## src/qcmr_pkg.sv

```systemverilog
// Shared types and constants of the quantized convolution MAC and requantization core.
package qcmr_pkg;

  // Lanes carried by one input beat and default number of lane instances.
  localparam int InLanes  = 2;
  localparam int DefLanes = 2;

  // Cycles from accepting a closing beat to its result being visible.
  localparam int RqLatency = 6;

  // Configuration register indexes.
  localparam int CfgIdxW = 2;
  localparam logic [CfgIdxW-1:0] RegInputOffset  = 2'd0;
  localparam logic [CfgIdxW-1:0] RegOutputOffset = 2'd1;
  localparam logic [CfgIdxW-1:0] RegActMin       = 2'd2;
  localparam logic [CfgIdxW-1:0] RegActMax       = 2'd3;

  typedef struct packed {
    logic signed [15:0] act_offset;
    logic signed [15:0] res_offset;
    logic signed [15:0] act_min;
    logic signed [15:0] act_max;
  } cfg_t;

  // Hand-over from the merging stage to the requantization pipeline.
  typedef struct packed {
    logic signed [31:0] acc;
    logic [30:0]        mult;
    logic signed [5:0]  shift;
  } rq_t;

endpackage

```

## src/qcmr_lane.sv

```systemverilog
// One MAC lane: offset activation times weight, gated by the lane enable.
module qcmr_lane (
  input  logic               en_i,
  input  logic signed [15:0] act_i,
  input  logic signed [7:0]  wgt_i,
  input  logic signed [15:0] in_off_i,
  output logic signed [31:0] prod_o
);
  import qcmr_pkg::*;

  logic signed [16:0] sum;
  logic signed [24:0] prod;

  assign sum    = 17'(act_i) + 17'(in_off_i);
  assign prod   = sum * 25'(wgt_i);
  assign prod_o = en_i ? 32'(prod) : '0;

endmodule

```

## config.mk

```make
export PLATFORM = sky130hd
export DESIGN_NAME = qcmr_lane
export DESIGN_NICKNAME = d
export VERILOG_FILES = /design/src/qcmr_pkg.sv /design/src/qcmr_lane.sv
export SDC_FILE = /design/constraint.sdc
export NUM_CORES = 1
export LEC_CHECK = 0
export BUFFER_PORTS_ARGS = -buffer_cell sky130_fd_sc_hd__buf_2
export CELL_PAD_IN_SITES_DETAIL_PLACEMENT = 0
export CELL_PAD_IN_SITES_GLOBAL_PLACEMENT = 2
export CORE_MARGIN = 2
export CORE_UTILIZATION = 25
export DETAILED_ROUTE_END_ITERATION = 8
export GPL_TIMING_DRIVEN = 0
export PLACE_DENSITY_LB_ADDON = 0.1
export SYNTH_ARGS = -nofsm -noshare
export SYNTH_HDL_FRONTEND = slang
export SYNTH_SLANG_ARGS = --single-unit
```

## constraint.sdc

```tcl
create_clock -name vclk -period 7.17
set_clock_uncertainty 0.05 [all_clocks]
set_input_delay 0.717 -clock vclk [all_inputs]
set_output_delay 0.717 -clock vclk [all_outputs]
set_load 0.02 [all_outputs]
```

==> results.ini <==
[finish]
final_layout_size_suffix_gt1_share_pct = 30.4
syn2layout_area_growth_pct = 33.8
clockBufferCount = 0
post-route-cell-area_um2 = 8950
seq_area_um2 = 0
num-nets-final = 1159
antenna_cells = 0
seq_cells = 0

[grt]
global_route.peak_usage_layer = met2
wire_length_of_the_first_global_routing_pass_um = 34600
grt_overflow_total = 0
gr-usage-met1_pct = 19.6
antenna_found_initial = 0
grt_util_all_layers_pct = 15.4
groute.layer.met2.usage_pct = 30.1
via_count_of_the_first_global_routing_pass = 6468
use_met3_pct = 0.402
pin_count_of_the_biggest_net_entering_global_routing = 11

[route]
final_wirelength_um = 21200
initialDrtViolationCount = 171
avgViaCountPerCell = 4.64
drt_pre_antenna_iters = 4
route.vias.total = 5928
route.detailed.wl_per_inst_um = 16.6
drcViolationCount = 0
postRouteAntennaNets = 0

[yosys]
synthDominantAreaCellType = sky130_fd_sc_hd__fa_1
post_synth.cell_area_avg_um2 = 8.21
yosysTopAreaCellShare_pct = 32.9
ys_warn_count = 0
number_of_distinct_library_cells_after_synthesis = 69
synth_cells = 815
synthesis.area_um2 = 6690
yosys-top-cells-count = 164 x sky130_fd_sc_hd__inv_1, 110 x sky130_fd_sc_hd__fa_1, 66 x sky130_fd_sc_hd__nand2_1
yosysSeqAreaShare_pct = 0
synthTopCellsByArea = sky130_fd_sc_hd__fa_1 33%, sky130_fd_sc_hd__ha_1 12%, sky130_fd_sc_hd__inv_1 9.2%
post-synth-top-count-cell = sky130_fd_sc_hd__inv_1
synthesis.nets = 1029

[timing]
timing.final.crit_share_pct = 100
final_critical_path_setup_slack_ps = -9.66
report.final.slew_viol_count = 0
max_freq_mhz = 139
relSlewSlack_pct = 38.8
whs_ps = 1970
rsz0062_at_grt = true
slew_at_the_pin_closest_to_its_max_slew_limit_ps = 918
total_count_of_hold_check_failures_in_the_final_report = 0
number_of_failing_setup_endpoints_in_the_final_timing_report = 7
period_needed_ps = 7180

[setup_path]
critical_path_start_end_classification = input port to primary output
max_fanout_on_critical_path = 8
crit_required_ps = 6400
worst_setup_path_end_kind = primary output
cp.arrival_ps = 6410
start_kind = input port

[place]
placement.cell_area_um2 = 7490
port_buffers = 73
place_hpwl_um = 17300
finalWeightedCongestion = 0.735

[floorplan]
coreArea_um2 = 26100
initial_core_utilization_pct = 25.6
dieWidth_um = 168
die_h_um = 168
placementRows = 59
dieArea_um2 = 28100
io_pins = 73

[status]
run_status = complete, but fails checks
failed_checks = setup timing

[run]
max_cap_viol_count = 0

[worst_hold_path]
class_of_the_most_critical_hold_timing_path = input port to primary output

## cell families after synthesis
logic type	count (synthesis)	synth area share [%]
compound gates	146	16.7
fa+ha+maj	173	44.7
xor+xnor	22	3.27
buf+inv	200	11.9
simple gates	254	20.4
mux	20	2.99
## area by class of cell
cell class                      instances  area [um^2]
Tap cell                              335          419
Inverter                              165          619
Multi-Input combinational cell        615         6790
Buffer                                 35          200
Fill cell                            2882        17200
Timing Repair Buffer                  128          922
## path summary, 6_finish.rpt
path | startpoint | to | slack [ps] | cells past startpoint
min | act_i[0] | prod_o[0] | 1970 | 4
max | in_off_i[0] | prod_o[27] | -10 | 27
## what timing repair did
action / CTS / global route
buffers inserted: 39 / 15
gates resized for setup: 122 / 78
cloned: 1 / 0
hold buffers: 0 / 0
setup endpoints to repair: 21 / 20
pin swaps: 55 / 47
## cell usage in the layout, fill, tap and decap left out, drive strengths merged, types with 14 or more instances in the layout
cell	n
a21oi	23
clkbuf	22
o211ai	17
inv	164
and2	55
fa	110
ha	63
nor2	32
nor2b	19
xnor2	17
nand2b	27
nand2	67
o21a	14
mux2i	20
buf	141
a21o	16
o21ai	26
## metrics by stage
| step | setup TNS [ps] | cells | worst slack (ps) | util (%) |
|---|---|---|---|---|
| floorplan | 0 | 815 | 39.9 | - |
| global placement | -11340 | 1223 | -908 | 28.7 |
| detailed placement | -11360 | 1223 | -878 | 28.7 |
| CTS | -1310 | 1263 | -171 | 32.2 |
| global route | -2790 | 1278 | -301 | 34.2 |
| finish | -53.2 | 1278 | -9.66 | 34.2 |
## routing by layer
| metal | share of wire [%] | routed length (um) |
|---|---|---|
| met1 | 45 | 9450 |
| met2 | 53 | 11300 |
| met3 | 1.6 | 344 |
| met4 | 0.60 | 127 |
| met5 | 0 | 0 |
## critical path, cell delays in order
cell and delay [ps]:
sky130_fd_sc_hd__buf_6 100, sky130_fd_sc_hd__ha_4 150, sky130_fd_sc_hd__inv_2 50, sky130_fd_sc_hd__fa_2 190, sky130_fd_sc_hd__nor2b_1 40, sky130_fd_sc_hd__o21a_2 210
sky130_fd_sc_hd__o21ai_4 220, sky130_fd_sc_hd__a21boi_4 100, sky130_fd_sc_hd__o21a_4 230, sky130_fd_sc_hd__or3b_4 400, sky130_fd_sc_hd__fa_1 540, sky130_fd_sc_hd__inv_1 60
sky130_fd_sc_hd__fa_1 450, sky130_fd_sc_hd__fa_1 510, sky130_fd_sc_hd__inv_2 40, sky130_fd_sc_hd__fa_1 540, sky130_fd_sc_hd__inv_2 60, sky130_fd_sc_hd__ha_4 280
sky130_fd_sc_hd__nand2_2 50, sky130_fd_sc_hd__o211ai_1 150, sky130_fd_sc_hd__buf_4 170, sky130_fd_sc_hd__a311oi_4 100, sky130_fd_sc_hd__a21o_1 240, sky130_fd_sc_hd__a221oi_2 330
sky130_fd_sc_hd__o41ai_4 180, sky130_fd_sc_hd__buf_4 170, sky130_fd_sc_hd__buf_6 120
Power is not shown: default switching activity piles up to over one toggle a cycle in this logic, so the estimate is an artifact.
