**config.mk**
```make
export PLATFORM = sky130hd
export DESIGN_NAME = qcmr_merge
export DESIGN_NICKNAME = d
export VERILOG_FILES = /design/src/qcmr_pkg.sv /design/src/qcmr_merge.sv
export SDC_FILE = /design/constraint.sdc
export NUM_CORES = 1
export LEC_CHECK = 0
export ABC_AREA = 1
export BUFFER_PORTS_ARGS = -buffer_cell sky130_fd_sc_hd__buf_4
export CAP_MARGIN = 20
export CORE_MARGIN = 2
export CORE_UTILIZATION = 50
export DETAILED_ROUTE_END_ITERATION = 8
export PLACE_DENSITY = 0.79
export SLEW_MARGIN = 40
export SYNTH_ARGS = -nofsm -noshare
export SYNTH_HDL_FRONTEND = slang
export SYNTH_SLANG_ARGS = --single-unit
```
**constraint.sdc**
```tcl
create_clock -name clk_i -period 4 [get_ports clk_i]
set_input_delay 0.4 -clock clk_i [delete_from_list [all_inputs] [get_ports clk_i]]
set_output_delay 0.4 -clock clk_i [all_outputs]
set_load 0.01 [all_outputs]
```
**src/qcmr_pkg.sv**
```systemverilog
// Shared types and constants of the quantized convolution MAC and requantization core.
package qcmr_pkg;

  // Lanes carried by one input beat and default number of lane instances.
  localparam int InLanes  = 2;
  localparam int DefLanes = 2;

  // Cycles from accepting a closing beat to its result being visible.
  localparam int RqLatency = 6;

  // Configuration register indexes.
  localparam int CfgIdxW = 2;
  localparam logic [CfgIdxW-1:0] RegInputOffset  = 2'd0;
  localparam logic [CfgIdxW-1:0] RegOutputOffset = 2'd1;
  localparam logic [CfgIdxW-1:0] RegActMin       = 2'd2;
  localparam logic [CfgIdxW-1:0] RegActMax       = 2'd3;

  typedef struct packed {
    logic signed [15:0] act_offset;
    logic signed [15:0] res_offset;
    logic signed [15:0] act_min;
    logic signed [15:0] act_max;
  } cfg_t;

  // Hand-over from the merging stage to the requantization pipeline.
  typedef struct packed {
    logic signed [31:0] acc;
    logic [30:0]        mult;
    logic signed [5:0]  shift;
  } rq_t;

endpackage

```
**src/qcmr_merge.sv**
```systemverilog
// Merging stage: adds the lane products into the channel accumulator and hands off on the last beat.
module qcmr_merge #(
  parameter int NL = qcmr_pkg::InLanes
) (
  input  logic                  clk_i,
  input  logic                  rst_ni,
  input  logic                  take_i,
  input  logic                  last_i,
  input  logic [NL-1:0][31:0]   prod_i,
  input  logic signed [31:0]    bias_i,
  input  logic [30:0]           mult_i,
  input  logic signed [5:0]     shift_i,
  output logic                  rq_valid_o,
  output qcmr_pkg::rq_t         rq_o
);
  import qcmr_pkg::*;

  logic [31:0] acc_q, acc_d;
  logic [31:0] total;
  logic        rq_valid_q;
  rq_t         rq_q;

  always_comb begin
    total = acc_q;
    for (int i = 0; i < NL; i++) begin
      total = total + prod_i[i];
    end
    if (last_i) begin
      total = total + bias_i;
    end
  end

  always_comb begin
    acc_d = acc_q;
    if (take_i) begin
      acc_d = last_i ? '0 : total;
    end
  end

  always_ff @(posedge clk_i or negedge rst_ni) begin
    if (!rst_ni) begin
      acc_q      <= '0;
      rq_valid_q <= 1'b0;
    end else begin
      acc_q      <= acc_d;
      rq_valid_q <= take_i & last_i;
    end
  end

  always_ff @(posedge clk_i) begin
    if (take_i && last_i) begin
      rq_q.acc   <= total;
      rq_q.mult  <= mult_i;
      rq_q.shift <= shift_i;
    end
  end

  assign rq_valid_o = rq_valid_q;
  assign rq_o       = rq_q;

endmodule

```
==> results by group <==
Timing
  • Clock Skew: 0.01618 ns
  • Tightest Pin Transition: 0.4745 ns
  • Setup TNS: 0 ns
  • Normalized max-slew margin: 0.6837
  • Max Slew Vio Count: 0
  • Final Hold Viols: 0
  • Max Clk Rate: 259.8 MHz
  • Tcrit/Tclk final: 0.9622
  • Final min period: 3.849 ns
  • Hold WS: 0.2008 ns
  • RSZ-0062 raised after global routing: yes
  • Final setup vio count: 0
  • Worst setup margin: 0.1513 ns

Worst hold path
  • HP Class: in2reg
  • Hold Path End: rq_o[35]
  • Hold depth: 1
  • Hold Startpoint: mult_i[29]

Layout
  • Area delta synth->final: 40.04%
  • Layout cell share with drive strength beyond 1: 0.3265
  • ANT cells: 0
  • Fillers: 1283
  • Total Nets Final: 1632

Route
  • Drt via density: 5.285
  • Number of remaining DRC errors: 0
  • Post-DRT Antenna Nets: 0
  • Vias: 8594
  • Max layer used: met4
  • Pre-antenna DRT Iters: 6
  • DRT iter0 DRCs: 741
  • WL met3: 2266 um
  • Routed WL: 26320 um
  • M1 WL: 11280 um
  • WL per Instance: 16.19 um
  • Routed wl met2: 12240 um

Yosys
  • Sequential area share after synthesis: 0.3441
  • Register bit total from synthesis: 102
  • Asr flop ratio synth: 0.3235
  • Yosys warns: 0
  • Yosys top cell area share: 0.2460
  • Synth area leader: edfxtp_1
  • Top_reg_cell synth: edfxtp_1
  • Post-synth EDFFs: 69
  • Mapped Nets: 1338
  • Synth top area cells: edfxtp_1 25%, nand2_1 16%, dfrtp_1 9.8%, ha_1 9.1%, fa_1 7.8%
  • Syn_area_per_cell: 7.608 um2
  • Post-synth top cells: 366 x nand2_1, 131 x inv_1, 87 x nor2_1
  • Unique cell type count in the Yosys netlist: 37
  • Most numerous cell in the Yosys netlist: nand2_1
  • Syn Inst Count: 1107
  • Syn Std Cell Area: 8422 um2

Critical path
  • Most used cell, CP: nand2_1
  • Kind of critical path: reg2reg
  • Endpoint class of the critical path: register
  • Reg-to-reg endpoint: rq_o[65]
  • Reg2reg path depth: 19
  • CP Buf/Inv Count: 1
  • Critical path cell sequence: fa_1 -> ha_1 -> a21oi_1 -> nand2_1 -> a21oi_1 -> inv_1 -> a21oi_1 -> nand3_1 -> and2_1 -> ha_4 -> nand2_1 -> nor2_2 -> nand2_1 -> nor3_2 -> nand2_1 -> nand2_1 -> nand2_1 -> nand3_1 -> nand2_1
  • FF-to-FF Start: acc_q[14]
  • Cell family with most CP delay: simple AND/OR/NAND/NOR gates
  • Slowest CP cell: fa_1
  • Flop-to-flop setup slack: 0.15 ns
  • Crit path DAT: 3.97 ns
  • Startpoint Class: register
  • Crit path required time: 4.12 ns
  • Max incr delay on CP: 0.43 ns
  • CP Max Fanout: 5

Outcome
  • Status: finished, final reports clean

Clock tree
  • Clock slew at reported path FFs: 0.08 ns
  • Max Root-Sink Buffers: 2
  • CTS tree: done
  • Clock tree sinks: 102
  • Clk root buf: clkbuf_16
  • Clk_lat worst skew: 0.37 ns
  • CTS Buf Count: 9
  • Htree depth: 3

Place
  • Final HPWL DP: 20880 um
  • DP Worst Slack: -0.2505 ns
  • PortBufs: 206
  • Placer Congestion: 0.9832

Global route
  • Largest net degree at the start of global routing: 42
  • Vias in the first global route: 8115
  • Initial antenna violation count: 0
  • GR Util All Layers: 0.2897
  • First-pass GRT wire length: 40390 um
  • Total grt overflow: 0

Floorplan
  • Rows: 47
  • IO Count: 207
  • Die height: 133.8 um
  • DIE AREA: 17900 um2
  • Die span in x: 133.8 um
  • Starting Density: 0.5097
  • Core footprint: 16520 um2

Flow run
  • Max cap viols: 0
-- worst max-delay path by stage --
| stage | start | to | slack, ns | cells past startpoint |
|---|---|---|---|---|
| after floorplan | prod_i[1] | rq_o[68] | 0.17 | 24 |
| after global placement | prod_i[1] | rq_o[54] | -0.18 | 22 |
| after detailed placement | prod_i[1] | rq_o[68] | -0.25 | 25 |
| after CTS | acc_q[1] | rq_o[62] | 0.03 | 21 |
| after global routing | acc_q[1] | rq_o[58] | -0.07 | 21 |
| final | acc_q[14] | rq_o[65] | 0.15 | 19 |
-- cell usage in the layout (no fill, tap or decap), types with 10 or more instances in the layout --
cell and instances:
nand2_1 344, nor2_1 69, o21ai_0 41, inv_1 129, nand2_2 31, ha_4 21, fa_1 32, edfxtp_1 69
dfrtp_1 33, xor2_1 11, buf_4 294, nor2_2 17, nand3b_1 12, ha_1 29, ha_2 11, nand3_1 66
o21bai_1 12, a21oi_1 59, nor3_2 10, a21oi_2 14
-- what timing repair did --
item / CTS / global route
buffers inserted: 0 / 3
endpoints found under the hold margin: 18 / 0
pin swaps: 0 / 12
gates resized for setup: 19 / 111
setup endpoints to repair: 13 / 23
hold buffers: 1 / 0
-- metrics by stage --
stage	instance area, um2	cells	util
2_1_floorplan	8422	1107	-
3_3_place_gp	10830	1606	0.6556
3_5_place_dp	10830	1606	0.6556
4_1_cts	11220	1623	0.6790
5_1_grt	11790	1626	0.7137
6_report	11790	1626	0.7137
-- final cells by class --
type	count	area, um2	share of cell area
Clock buffer	9	225.2	0.01910
Multi-Input combinational cell	856	5602	0.4750
Clock inverter	7	62.56	0.005304
Tap cell	220	275.3	0.02334
Inverter	137	514.2	0.04360
Timing Repair Buffer	295	2217	0.1880
Sequential cell	102	2898	0.2457
-- kinds of logic after synthesis --
| kind of cell | synth area share |
|---|---|
| adder cells (fa/ha/maj) | 0.1691 |
| buffers and inverters | 0.06671 |
| XOR/XNOR | 0.02852 |
| AND/OR/NAND/NOR | 0.2991 |
| AO/OA/AOI/OAI | 0.09256 |
| flip-flops | 0.3441 |
-- routing by layer --
layer	vias up	GRT usage
met5	-	0
li1	4191	-
met2	401	0.4721
met4	0	0.07506
met3	41	0.05253
met1	3961	0.4020
-- worst register-to-register path, delay by kind of cell, from the launching register on --
kind | cells | cell delay [ns]
compound gates | 3 | 0.72
fa+ha+maj | 3 | 1.08
buf+inv | 1 | 0.07
flops | 1 | 0.39
simple gates | 12 | 1.36
-- registers in the layout, summed over array words and instances, names as in the netlist --
register    count
rq_valid_o      1
acc_q          32
rq_o           69
Power is not shown: default switching activity piles up to over one toggle a cycle in this logic, so the estimate is an artifact.
